$ cat src/rtl/core/phr_pkg.sv
package phr_pkg;

  // Hue sectors of the six-sector HSV table, 60 degrees each
  typedef enum logic [2:0] {
    SECT_RY = 3'd0,
    SECT_YG = 3'd1,
    SECT_GC = 3'd2,
    SECT_CB = 3'd3,
    SECT_BM = 3'd4,
    SECT_MR = 3'd5
  } sector_e;

  localparam int unsigned ChanW    = 8;
  localparam int unsigned HueW     = 9;
  localparam int unsigned OffW     = 6;               // k = hue mod 60
  localparam int unsigned ProdW    = ChanW + OffW;    // d * k
  localparam int unsigned ScaledW  = 29;              // d * k * RecipMul

  localparam logic [HueW-1:0] HueWrap    = 9'd360;
  localparam logic [HueW-1:0] SectorSpan = 9'd60;

  // floor(p / 60) == (p * 17477) >> 20 for every p up to 255 * 59
  localparam logic [ScaledW-1:0] RecipMul   = 29'd17477;
  localparam int unsigned        RecipShift = 20;

  typedef struct packed {
    logic [ChanW-1:0] red;
    logic [ChanW-1:0] green;
    logic [ChanW-1:0] blue;
  } pixel_t;

  typedef struct packed {
    sector_e         sector;
    logic [OffW-1:0] k;
  } hue_t;

  typedef struct packed {
    logic [ChanW-1:0] hi;
    logic [ChanW-1:0] lo;
    logic [ProdW-1:0] prod;
  } spread_t;

  typedef struct packed {
    logic [ChanW-1:0] hi;
    logic [ChanW-1:0] lo;
    logic [ChanW-1:0] m;
  } level_t;

  // Split a hue in degrees into sector and offset; values past 359 wrap once
  function automatic hue_t hue_split(logic [HueW-1:0] hue);
    logic [HueW-1:0] h;
    logic [HueW-1:0] base;
    hue_t            res;
    h = (hue >= HueWrap) ? hue - HueWrap : hue;
    if (h < SectorSpan) begin
      res.sector = SECT_RY;
      base       = '0;
    end else if (h < 9'(2 * SectorSpan)) begin
      res.sector = SECT_YG;
      base       = SectorSpan;
    end else if (h < 9'(3 * SectorSpan)) begin
      res.sector = SECT_GC;
      base       = 9'(2 * SectorSpan);
    end else if (h < 9'(4 * SectorSpan)) begin
      res.sector = SECT_CB;
      base       = 9'(3 * SectorSpan);
    end else if (h < 9'(5 * SectorSpan)) begin
      res.sector = SECT_BM;
      base       = 9'(4 * SectorSpan);
    end else begin
      res.sector = SECT_MR;
      base       = 9'(5 * SectorSpan);
    end
    res.k = OffW'(h - base);
    return res;
  endfunction

endpackage

$ cat src/rtl/core/phr_hue_cfg.sv
module phr_hue_cfg (
  input  logic                       clk_i,
  input  logic                       rst_ni,
  input  logic                       cfg_we_i,
  input  logic [phr_pkg::HueW-1:0]   cfg_wdata_i,
  output phr_pkg::hue_t              hue_o
);

  phr_pkg::hue_t hue_d, hue_q;

  // Decode once at write time so the pixel path sees sector and offset only
  assign hue_d = cfg_we_i ? phr_pkg::hue_split(cfg_wdata_i) : hue_q;

  always_ff @(posedge clk_i or negedge rst_ni) begin
    if (!rst_ni) begin
      hue_q <= '{sector: phr_pkg::SECT_RY, k: '0};
    end else begin
      hue_q <= hue_d;
    end
  end

  assign hue_o = hue_q;

endmodule

$ cat src/rtl/core/phr_spread.sv
module phr_spread (
  input  logic                       clk_i,
  input  logic                       rst_ni,
  input  logic                       valid_i,
  input  phr_pkg::pixel_t            pix_i,
  input  logic [phr_pkg::OffW-1:0]   k_i,
  input  logic                       next_rdy_i,
  output logic                       rdy_o,
  output logic                       valid_o,
  output phr_pkg::spread_t           spread_o
);

  logic                           vld_d, vld_q;
  phr_pkg::spread_t               spread_d, spread_q;
  logic [phr_pkg::ChanW-1:0]      hi_rg, lo_rg, diff;

  assign rdy_o = !vld_q || next_rdy_i;

  always_comb begin
    hi_rg         = (pix_i.red > pix_i.green) ? pix_i.red : pix_i.green;
    lo_rg         = (pix_i.red < pix_i.green) ? pix_i.red : pix_i.green;
    spread_d.hi   = (hi_rg > pix_i.blue) ? hi_rg : pix_i.blue;
    spread_d.lo   = (lo_rg < pix_i.blue) ? lo_rg : pix_i.blue;
    diff          = spread_d.hi - spread_d.lo;
    spread_d.prod = phr_pkg::ProdW'(diff) * phr_pkg::ProdW'(k_i);
  end

  assign vld_d = rdy_o ? valid_i : vld_q;

  always_ff @(posedge clk_i or negedge rst_ni) begin
    if (!rst_ni) begin
      vld_q <= 1'b0;
    end else begin
      vld_q <= vld_d;
    end
  end

  always_ff @(posedge clk_i) begin
    if (valid_i && rdy_o) begin
      spread_q <= spread_d;
    end
  end

  assign valid_o  = vld_q;
  assign spread_o = spread_q;

endmodule

$ cat src/rtl/core/phr_scale.sv
module phr_scale (
  input  logic                clk_i,
  input  logic                rst_ni,
  input  logic                valid_i,
  input  phr_pkg::spread_t    spread_i,
  input  logic                next_rdy_i,
  output logic                rdy_o,
  output logic                valid_o,
  output phr_pkg::level_t     level_o
);

  logic                           vld_d, vld_q;
  phr_pkg::level_t                level_d, level_q;
  logic [phr_pkg::ScaledW-1:0]    scaled;

  assign rdy_o = !vld_q || next_rdy_i;

  // Divide by 60 through the reciprocal; exact over the whole product range
  always_comb begin
    scaled     = phr_pkg::ScaledW'(spread_i.prod) * phr_pkg::RecipMul;
    level_d.hi = spread_i.hi;
    level_d.lo = spread_i.lo;
    level_d.m  = scaled[phr_pkg::RecipShift +: phr_pkg::ChanW];
  end

  assign vld_d = rdy_o ? valid_i : vld_q;

  always_ff @(posedge clk_i or negedge rst_ni) begin
    if (!rst_ni) begin
      vld_q <= 1'b0;
    end else begin
      vld_q <= vld_d;
    end
  end

  always_ff @(posedge clk_i) begin
    if (valid_i && rdy_o) begin
      level_q <= level_d;
    end
  end

  assign valid_o = vld_q;
  assign level_o = level_q;

endmodule

$ cat src/rtl/core/phr_assemble.sv
module phr_assemble (
  input  logic                clk_i,
  input  logic                rst_ni,
  input  logic                valid_i,
  input  phr_pkg::level_t     level_i,
  input  phr_pkg::sector_e    sector_i,
  input  logic                stall_i,
  output logic                rdy_o,
  output logic                valid_o,
  output phr_pkg::pixel_t     pix_o
);

  logic                           vld_d, vld_q;
  phr_pkg::pixel_t                pix_d, pix_q;
  logic [phr_pkg::ChanW-1:0]      up, down;

  assign rdy_o = !vld_q || !stall_i;

  // A gray pixel has hi == lo and m == 0, so every arm returns it unchanged
  always_comb begin
    up   = level_i.lo + level_i.m;
    down = level_i.hi - level_i.m;
    case (sector_i)
      phr_pkg::SECT_RY: pix_d = '{red: level_i.hi, green: up,         blue: level_i.lo};
      phr_pkg::SECT_YG: pix_d = '{red: down,       green: level_i.hi, blue: level_i.lo};
      phr_pkg::SECT_GC: pix_d = '{red: level_i.lo, green: level_i.hi, blue: up};
      phr_pkg::SECT_CB: pix_d = '{red: level_i.lo, green: down,       blue: level_i.hi};
      phr_pkg::SECT_BM: pix_d = '{red: up,         green: level_i.lo, blue: level_i.hi};
      default:          pix_d = '{red: level_i.hi, green: level_i.lo, blue: down};
    endcase
  end

  assign vld_d = rdy_o ? valid_i : vld_q;

  always_ff @(posedge clk_i or negedge rst_ni) begin
    if (!rst_ni) begin
      vld_q <= 1'b0;
    end else begin
      vld_q <= vld_d;
    end
  end

  always_ff @(posedge clk_i) begin
    if (valid_i && rdy_o) begin
      pix_q <= pix_d;
    end
  end

  assign valid_o = vld_q;
  assign pix_o   = pix_q;

endmodule

$ cat src/rtl/core/pixel_hue_replace.sv
// Hue replacement for 8-bit RGB pixels: every word leaves with the hue set by
// cfg_wdata_i (whole degrees, 360..511 wrap once) while its HSV saturation and
// value are kept; gray pixels pass unchanged. The block takes one pixel per
// clock while in_stall_o is low and passes it through three pipeline registers:
// min/max and the d*k product, the reciprocal multiply for the divide by 60,
// and the sector mux into the output register. in_stall_o rises only when all
// three stages are full and out_stall_i holds the output word. Write the hue
// only while no pixel is in flight; it is decoded to sector and offset at the
// write and takes effect for the next pixel accepted.
module pixel_hue_replace (
  input  logic                       clk_i,
  input  logic                       rst_ni,
  input  logic                       cfg_we_i,
  input  logic [phr_pkg::HueW-1:0]   cfg_wdata_i,
  input  logic                       in_valid_i,
  output logic                       in_stall_o,
  input  logic [phr_pkg::ChanW-1:0]  red_in_i,
  input  logic [phr_pkg::ChanW-1:0]  green_in_i,
  input  logic [phr_pkg::ChanW-1:0]  blue_in_i,
  output logic                       out_valid_o,
  input  logic                       out_stall_i,
  output logic [phr_pkg::ChanW-1:0]  red_out_o,
  output logic [phr_pkg::ChanW-1:0]  green_out_o,
  output logic [phr_pkg::ChanW-1:0]  blue_out_o
);

  phr_pkg::hue_t      hue;
  phr_pkg::pixel_t    pix_in, pix_out;
  phr_pkg::spread_t   spread;
  phr_pkg::level_t    level;
  logic               spread_rdy, spread_vld;
  logic               scale_rdy, scale_vld;
  logic               asm_rdy;

  assign pix_in = '{red: red_in_i, green: green_in_i, blue: blue_in_i};

  // Hold the decoded hue
  phr_hue_cfg u_hue_cfg (
    .clk_i,
    .rst_ni,
    .cfg_we_i,
    .cfg_wdata_i,
    .hue_o       (hue)
  );

  // Stage 1: extremes of the pixel and d * k
  phr_spread u_spread (
    .clk_i,
    .rst_ni,
    .valid_i    (in_valid_i),
    .pix_i      (pix_in),
    .k_i        (hue.k),
    .next_rdy_i (scale_rdy),
    .rdy_o      (spread_rdy),
    .valid_o    (spread_vld),
    .spread_o   (spread)
  );

  // Stage 2: m = floor(d * k / 60)
  phr_scale u_scale (
    .clk_i,
    .rst_ni,
    .valid_i    (spread_vld),
    .spread_i   (spread),
    .next_rdy_i (asm_rdy),
    .rdy_o      (scale_rdy),
    .valid_o    (scale_vld),
    .level_o    (level)
  );

  // Stage 3: place hi, lo, up and down by sector; output register
  phr_assemble u_assemble (
    .clk_i,
    .rst_ni,
    .valid_i  (scale_vld),
    .level_i  (level),
    .sector_i (hue.sector),
    .stall_i  (out_stall_i),
    .rdy_o    (asm_rdy),
    .valid_o  (out_valid_o),
    .pix_o    (pix_out)
  );

  assign in_stall_o  = !spread_rdy;
  assign red_out_o   = pix_out.red;
  assign green_out_o = pix_out.green;
  assign blue_out_o  = pix_out.blue;

endmodule

$ cat config.mk
export PLATFORM = sky130hd
export DESIGN_NAME = pixel_hue_replace
export DESIGN_NICKNAME = d
export VERILOG_FILES = /design/src/rtl/core/phr_pkg.sv /design/src/rtl/core/phr_hue_cfg.sv /design/src/rtl/core/phr_spread.sv /design/src/rtl/core/phr_scale.sv /design/src/rtl/core/phr_assemble.sv /design/src/rtl/core/pixel_hue_replace.sv
export SDC_FILE = /design/constraint.sdc
export NUM_CORES = 1
export LEC_CHECK = 0
export BUFFER_PORTS_ARGS = -buffer_cell sky130_fd_sc_hd__buf_2
export CAP_MARGIN = 40
export CORE_MARGIN = 2
export CORE_UTILIZATION = 55
export DETAILED_ROUTE_END_ITERATION = 6
export PLACE_DENSITY = 0.75
export REMOVE_ABC_BUFFERS = 1
export SKIP_LAST_GASP = 1
export SYNTH_ARGS = -nofsm -noshare
export SYNTH_HDL_FRONTEND = slang
export SYNTH_SLANG_ARGS = --single-unit
$ cat constraint.sdc
create_clock -name clk_i -period 5.87 [get_ports clk_i]
set_input_delay 1.174 -clock clk_i [delete_from_list [all_inputs] [get_ports clk_i]]
set_output_delay 1.174 -clock clk_i [all_outputs]
set_load 0.05 [all_outputs]
After elaboration in Yosys (flattened, before gate mapping)
Cells that the tools add are included.
Storage, ports and cells
  input port bits: 38
  register bits: 90
  output and inout port bits: 26
Cells by class
  reductions and logical operators: 12
  add/subtract/negate cells: 5
  multipliers: 2
  multiplexer cells: 16
  order comparisons: 10
  equality and inequality tests: 4
Operators with widths (count)
  $pmux 24 s5: 1
  $mux 8: 4
  $mul 14x15->28 const B: 1
  $mux 6: 4
  $lt 9x8->1 const B: 2
  $gt 8x8->1: 2
  $lt 8x8->1: 2
  $sub 8x8->8: 2
  $mul 8x6->14: 1
  $mux 3: 4
  $ge 9x9->1 const B: 1
  $lt 9x6->1 const B: 1
  $lt 9x7->1 const B: 1
  $lt 9x9->1 const B: 1
  $mux 9: 1
  $sub 9x9->9 const B: 1
  $add 8x8->8: 1
  $eq 3x2->1 const B: 2
  $sub 6x6->6: 1
  $logic_not 1->1: 5
  $mux 5: 1
  $eq 3x1->1 const B: 1
  $eq 3x3->1 const B: 1
  $logic_and 1x1->1: 3
  other kinds (3): 5

Logic depth before layout (Yosys ltp)
Gate-level depths: netlist (run 1).
  depth in word-level cells: 9
  depth in mapped cells: 42

Cells and area by module
A second synthesis (run 1) with hierarchy kept.
Unflattened totals
  cell total of the unflattened synthesis: 1131
  area total of the unflattened synthesis: 10597.7 um^2
By module, submodules not included
  phr_spread: area an instance 4175.3 um^2, cells each 456, instances 1
  phr_scale: area an instance 3059.2 um^2, cells each 279, instances 1
  phr_assemble: area an instance 2411.1 um^2, cells each 285, instances 1
  phr_hue_cfg: area an instance 948.4 um^2, cells each 110, instances 1
  pixel_hue_replace: area an instance 3.8 um^2, cells each 1, instances 1

Least setup slack after synthesis (run 1)
No wires, ideal clock.
  path kind: input-to-reg
  start point: in green_in_i[5] (netlist name)
  end point: reg u_spread.spread_q (netlist bit u_spread.spread_o[13]), data pin
  setup slack: -3.097 ns
  stages: 38
  data required time: 5.608 ns
  arrival: 8.705 ns
  path buffers: 1
  cells stage by stage: inv_1 > ha_1 > a211o_1 > a21oi_2 > nand2_1 > mux2_2 > ha_1 > a21o_1 > a21oi_1 > o211ai_1 > a41oi_1 > a21boi_2 > clkbuf_1 > nor2_1 > a21oi_1 > ha_1 > inv_1 > fa_1 > [2 not listed] > xnor2_1 > xnor2_1 > and2_1 > fa_1 > inv_1 > fa_1 > fa_1 > inv_1 > ha_1 > a21o_1 > a21oi_1 > o21bai_1 > a21oi_1 > o21bai_1 > a21oi_1 > o21bai_1 > a21oi_1 > xor2_1
RTL lines
  from (decl): RTL line pixel_hue_replace.sv:18  | input logic [phr_pkg::ChanW-1:0] green_in_i,
  to (signal assigned): RTL line phr_spread.sv:40  | spread_q <= spread_d;
  to (decl): RTL line phr_spread.sv:14  | phr_pkg::spread_t spread_d, spread_q;

==> Implementation_results.wiki, run 1 <==
{| class="wikitable"
! Metric !! Value
|-
| Chip Height || 135 µm
|-
| Clock period minus final worst setup slack || 8.52 ns
|-
| Most common library cell in the layout ignoring fill and taps || buf_4
|-
| Final setup slack of the worst path || -2.65 ns
|-
| Required time of the critical path || 5.97 ns
|-
| Family of cells with the greatest summed delay on the critical path || adder cells
|-
| # fillers || 1058
|-
| Fraction of the yosys area taken by sequential cells || 28.1%
|-
| Die X || 135 µm
|-
| Drt first pass iters || 7
|-
| Post-DRT Antenna Nets || 0
|-
| Worst setup path class || input pin to flop
|-
| Vias in the first global route || 8010
|-
| Post-synthesis area per instance || 9.76 µm²
|-
| Core area || 16600 µm²
|-
| Post-DR wirelength/cell || 18.0 µm
|-
| Highest-count cells in the layout ignoring fill and taps || 160 x buf_4, 135 x ha_1, 132 x inv_1
|-
| Maximum root-to-sink buffer count || 2
|-
| Largest cells by area after synthesis || edfxtp_1 25%, ha_1 20%, fa_1 10%
|-
| Cell with the biggest individual delay on the critical path || fa_1
|-
| Run status || complete, but fails checks
|-
| Congestion Overflow GR || 0
|-
| Flop and latch count out of synthesis || 90
|-
| Reg2Reg Setup Slack || 0.83 ns
|-
| Number of placed cells counting well taps || 1358
|-
| Slew at the pin with the worst max-slew slack || 0.882 ns
|-
| Setup violations, final || 12
|-
| Fin. max-slew vios || 0
|-
| Leading register cell type out of synthesis || edfxtp_1
|-
| Max-cap check violation count || 0
|-
| Met1 layer wirelength in the final routing || 9990 µm
|-
| Area Overhead vs Synth || 31.2%
|-
| Final number of hold-violating endpoints || 0
|-
| Delay of the slowest cell on the worst path || 0.52 ns
|-
| Instance area at placement || 10900 µm²
|-
| Count of input and output buffers || 63
|-
| Net count of the finished layout || 1438
|-
| Post-synthesis cell count || 963
|-
| Routed length on met2 || 12800 µm
|-
| Latest clock arrival within the worst-skew pair || 0.35 ns
|-
| Non-filler instance count after layout || 1422
|-
| Area share of the largest cell type after synthesis || 24.9%
|-
| Initial core utilization || 56.5%
|-
| Post-layout instance area || 12300 µm²
|-
| Count of unique library cells instantiated by Yosys || 67
|-
| Summed instance area of the synthesized netlist || 9400 µm²
|-
| H-Tree Depth || 3
|-
| Post-detail-place hpwl || 17000 µm
|-
| Maximum fanout count along the critical path || 6
|-
| Uppermost metal layer occupied by signal nets || met4
|-
| Worst min path class || flop to flop
|-
| Final Wtd Congestion || 0.946
|-
| Area of the die || 18200 µm²
|-
| Mean number of vias per cell || 5.89
|-
| Clock Skew || 0.00917 ns
|-
| Pin count of the biggest net entering global routing || 43
|-
| Post-route DRC violation count || 0
|-
| Wire length of the first global-routing pass || 37600 µm
|-
| Wire length on met3 || 1370 µm
|-
| Relative slew slack || 41.2%
|-
| Worst-case setup slack after placement || -3.29 ns
|-
| Arrival time worst endpoint || 8.61 ns
|-
| TritonCTS buffer count || 9
|-
| Setup repair after global routing missed its margin || true
|-
| Num ports || 64
|-
| Sum of routed wire length over all layers || 25600 µm
|-
| Share of the cycle needed by the critical path after routing || 145%
|-
| Clock-pin slew on the worst setup and hold paths || 0.07 ns
|-
| Number of buffer and inverter instances along the worst setup path || 8
|-
| Global Route Usage Sum || 25.9%
|-
| Post-synth EDFFs || 78
|-
| Iteration-0 DRC Markers || 759
|-
| Via count || 8373
|-
| Antenna violations before repair || 0
|-
| Failing checks || negative setup slack
|-
| Yosys warning count || 0
|-
| CTS Hold Bufs || 0
|-
| Ratio of cells with drive above 1 in the final layout || 31.4%
|-
| Critical Path Start Type || input pin
|-
| Number of core rows || 47
|-
| Clock sink count || 90
|-
| Clk Tree Root Cell || clkbuf_16
|-
| Max frequency || 117 MHz
|-
| Critical Path End Type || flop
|-
| Clock tree from TritonCTS || done
|-
| Diode count || 0
|-
| TNS Setup || -23.06 ns
|-
| Most used cell, CP || a21oi_2
|-
| Biggest area consumer among synthesized cells || edfxtp_1
|-
| Ys async rst share || 13.3%
|}
[cells by family after synthesis]
family / after synthesis / share of synthesized area, %
muxes: 21 / 2.54
AOI/OAI and AO/OA: 233 / 16.5
xor gates and xnor gates: 44 / 4.10
and+or+nand+nor: 212 / 11.5
buffers and inverters: 160 / 6.39
DFF: 90 / 28.1
adders and majority gates: 203 / 30.9
[cells in the mapped netlist (all sizes together), types with 23 or more instances]
cell    instances
xnor2          29
a21o           23
inv           145
ha            154
nor2           43
o21ai          58
nand2          66
a21oi          48
edfxtp         78
fa             49
and2           34
[registers in the layout (all words and copies together) (netlist names)]
| name | count |
|---|---|
| u_scale.valid_o | 1 |
| u_spread.valid_o | 1 |
| u_assemble.valid_o | 1 |
| u_assemble.pix_o | 24 |
| u_scale.level_o | 24 |
| u_hue_cfg.hue_o | 9 |
| u_spread.spread_o | 30 |
[metrics by stage]
stage | hold slack, ns | utilization [%]
final | 0.421 | 74.1
after detailed placement | 0.405 | 65.5
after floorplan | 0.400 | -
after global routing | 0.430 | 74.1
after CTS | 0.421 | 71.4
after global placement | 0.401 | 65.4
[worst paths after layout]
kind                                  startpoint                    end  cells past startpoint
max                                green_in_i[1]  u_spread.spread_o[12]                     41
min                        u_spread.spread_o[21]    u_scale.level_o[15]                      0
max reg2reg                u_spread.spread_o[13]     u_scale.level_o[7]                     16
min reg2reg                u_spread.spread_o[21]    u_scale.level_o[15]                      0
max in group asynchronous                 rst_ni     u_hue_cfg.hue_o[3]                      1
min in group asynchronous                 rst_ni     u_assemble.valid_o                      1
[area by class of cell]
type	instances	area [µm²]	area share [%]
clock buffer	9	225	1.83
clock inverter	7	95.1	0.771
inverter	145	554	4.49
multi-input combinational	713	6800	55.1
sequential	90	2640	21.4
tap	220	275	2.23
timing repair buffer	238	1740	14.1
[worst reg2reg max path: stages (launching register included)]
cell,delay [ns]
edfxtp_1,0.48
ha_1,0.32
inv_1,0.05
fa_1,0.49
inv_1,0.05
fa_1,0.48
fa_1,0.45
fa_1,0.46
ha_1,0.32
and3_1,0.21
and3_1,0.17
a221oi_1,0.45
a31o_2,0.25
a21boi_1,0.09
o21a_1,0.21
o21ai_1,0.19
xnor2_1,0.10
[layer usage]
metal,up-vias,GRT usage [%]
met5,-,0
met4,0,9.71
met3,132,3.30
met2,386,45.5
met1,3971,32.7
li1,3884,-
[repair_timing]
action | CTS | global route
resized for setup | 94 | 56
pin swaps | 59 | 61
buffers inserted | 34 | 24
setup endpoints to repair | 12 | 12
Power of run 1 is left out: the tool's default activity adds up to more than one toggle a clock period on the data nets, which glitch-free logic cannot reach.
==> run 2, diff against run 1 <==
==> constraint.sdc (replaced) <==
create_clock -name clk_i -period 10.5 [get_ports clk_i]
set_input_delay 2.1 -clock clk_i [delete_from_list [all_inputs] [get_ports clk_i]]
set_output_delay 2.1 -clock clk_i [all_outputs]
set_load 0.05 [all_outputs]
==> run 2 against run 1 <==
Against the previous run:
- the flow now finishes without violations
- utilization decreased by 11 points
- worst setup slack improved by 3.3 ns
- critical path depth down 3
- via count decreased by 14%
- global-route usage is 3.4 points lower
- sequential share of layout area increased by 3.9 points
- routed wire length decreased by 24%
- worst hold slack got worse by 0.0078 ns
- register-to-register slack better by 4.6 ns
- largest cell class unchanged
==> Implementation_results.wiki, run 2 (synthesis results as in run 1) <==
{| class="wikitable"
! Metric !! Value
|-
| Via count || 7217
|-
| Antenna violations before repair || 0
|-
| Relative slew slack || 39.7%
|-
| Worst setup path class || input pin to flop
|-
| Clock-pin slew on the worst setup and hold paths || 0.07 ns
|-
| H-Tree Depth || 3
|-
| Clock sink count || 90
|-
| Most used cell, CP || a21oi_1
|-
| Chip Height || 135 µm
|-
| Mean number of vias per cell || 5.69
|-
| Ratio of cells with drive above 1 in the final layout || 12.8%
|-
| Post-detail-place hpwl || 15800 µm
|-
| Die X || 135 µm
|-
| Drt first pass iters || 5
|-
| Congestion Overflow GR || 0
|-
| Run status || finished clean
|-
| Flip-flop count of the largest register, all copies and words added || 30
|-
| Latest clock arrival within the worst-skew pair || 0.35 ns
|-
| Final Wtd Congestion || 0.929
|-
| Most common library cell in the layout ignoring fill and taps || ha_1
|-
| Number of core rows || 47
|-
| Number of placed cells counting well taps || 1251
|-
| Clk Tree Root Cell || clkbuf_16
|-
| Clock period minus final worst setup slack || 9.87 ns
|-
| Arrival time worst endpoint || 9.96 ns
|-
| Highest-count cells in the layout ignoring fill and taps || 154 x ha_1, 143 x inv_1, 78 x edfxtp_1
|-
| Count of input and output buffers || 63
|-
| Wire length of the first global-routing pass || 32800 µm
|-
| Clock tree from TritonCTS || done
|-
| Net count of the finished layout || 1284
|-
| CTS Hold Bufs || 0
|-
| Slew at the pin with the worst max-slew slack || 0.904 ns
|-
| Cell with the biggest individual delay on the critical path || fa_1
|-
| Global Route Usage Sum || 22.5%
|-
| Maximum root-to-sink buffer count || 2
|-
| Core area || 16600 µm²
|-
| Iteration-0 DRC Markers || 571
|-
| Max frequency || 101 MHz
|-
| Fin. max-slew vios || 0
|-
| Reg2Reg Setup Slack || 5.39 ns
|-
| Sum of routed wire length over all layers || 19400 µm
|-
| Required time of the critical path || 10.59 ns
|-
| Clock Skew || 0.0109 ns
|-
| Critical Path Start Type || input pin
|-
| Initial core utilization || 56.5%
|-
| Final number of hold-violating endpoints || 0
|-
| Non-filler instance count after layout || 1268
|-
| Post-DRT Antenna Nets || 0
|-
| Post-DR wirelength/cell || 15.3 µm
|-
| Num ports || 64
|-
| Worst min path class || flop to flop
|-
| TritonCTS buffer count || 9
|-
| Post-route DRC violation count || 0
|-
| Delay of the slowest cell on the worst path || 0.54 ns
|-
| Setup violations, final || 0
|-
| Max-cap check violation count || 0
|-
| Diode count || 0
|-
| Vias in the first global route || 7055
|-
| Maximum fanout count along the critical path || 7
|-
| Pin count of the biggest net entering global routing || 43
|-
| Critical Path End Type || flop
|-
| Share of the cycle needed by the critical path after routing || 94.0%
|-
| Area of the die || 18200 µm²
|-
| Area Overhead vs Synth || 11.2%
|}
## run 2: cell count changes in the layout (fill, tap and decap cells not counted), sizes merged
cell      before  now
clkinv         2    1
inv          149  148
clkinvlp       0    1
buf          238   84
bufinv         1    2
## run 2: through the flow
step	setup WS (ns)	hold slack (ns)	instance area [µm²]	utilization (%)	TNS, ns
floorplan	0.718	0.400	9340	-	0
global placement	0.186	0.401	10100	60.5	0
detailed placement	0.0698	0.405	10100	60.7	0
CTS	0.404	0.414	10400	62.6	0
global route	-0.0313	0.422	10500	62.8	-0.0400
finish	0.630	0.413	10500	62.8	0
## run 2: final timing paths
path | from | endpoint | depth (start not counted)
worst min-delay path | u_spread.spread_o[29] | u_scale.level_o[23] | 0
worst max register to register | u_spread.spread_o[11] | u_scale.level_o[7] | 16
worst max-delay path | green_in_i[1] | u_spread.spread_o[13] | 38
worst min register to register | u_spread.spread_o[29] | u_scale.level_o[23] | 0
min in group asynchronous | rst_ni | u_spread.valid_o | 1
max in group asynchronous | rst_ni | u_scale.valid_o | 1
## run 2: critical path, delay by kind of cell
family          cells  cell delay (ns)
simple gates        3             0.56
buf+inv             5             0.28
xor+xnor            3             0.43
mux                 1             0.35
compound gates     18             3.28
fa+ha+maj           8             2.96
## run 2: area by class of cell
cell class              count  area, µm²
repair buffers             84        484
flip-flops and latches     90       2640
inverters                 145        544
clock inverters             7        100
clock buffers               9        225
multi-input cells         713       6180
fillers                  1337       6190
well taps                 220        275
## run 2: routing by layer
| layer | wire (µm) | vias to the layer above | share of wire, % | track usage (%) |
|---|---|---|---|---|
| met3 | 851 | 31 | 4.4 | 3.72 |
| met4 | 544 | 0 | 2.8 | 9.36 |
| met2 | 9060 | 199 | 47 | 36.2 |
| li1 | - | 3581 | - | - |
| met5 | 0 | - | 0 | 0 |
| met1 | 8970 | 3406 | 46 | 30.3 |
## run 2: timing repair
item | 4_1_cts | 5_1_grt
resized for setup | 0 | 4
buffers inserted | 0 | 1
setup endpoints to repair | 0 | 3
endpoints found under the hold margin | 0 | 0
Power of run 2 is left out for the same reason.
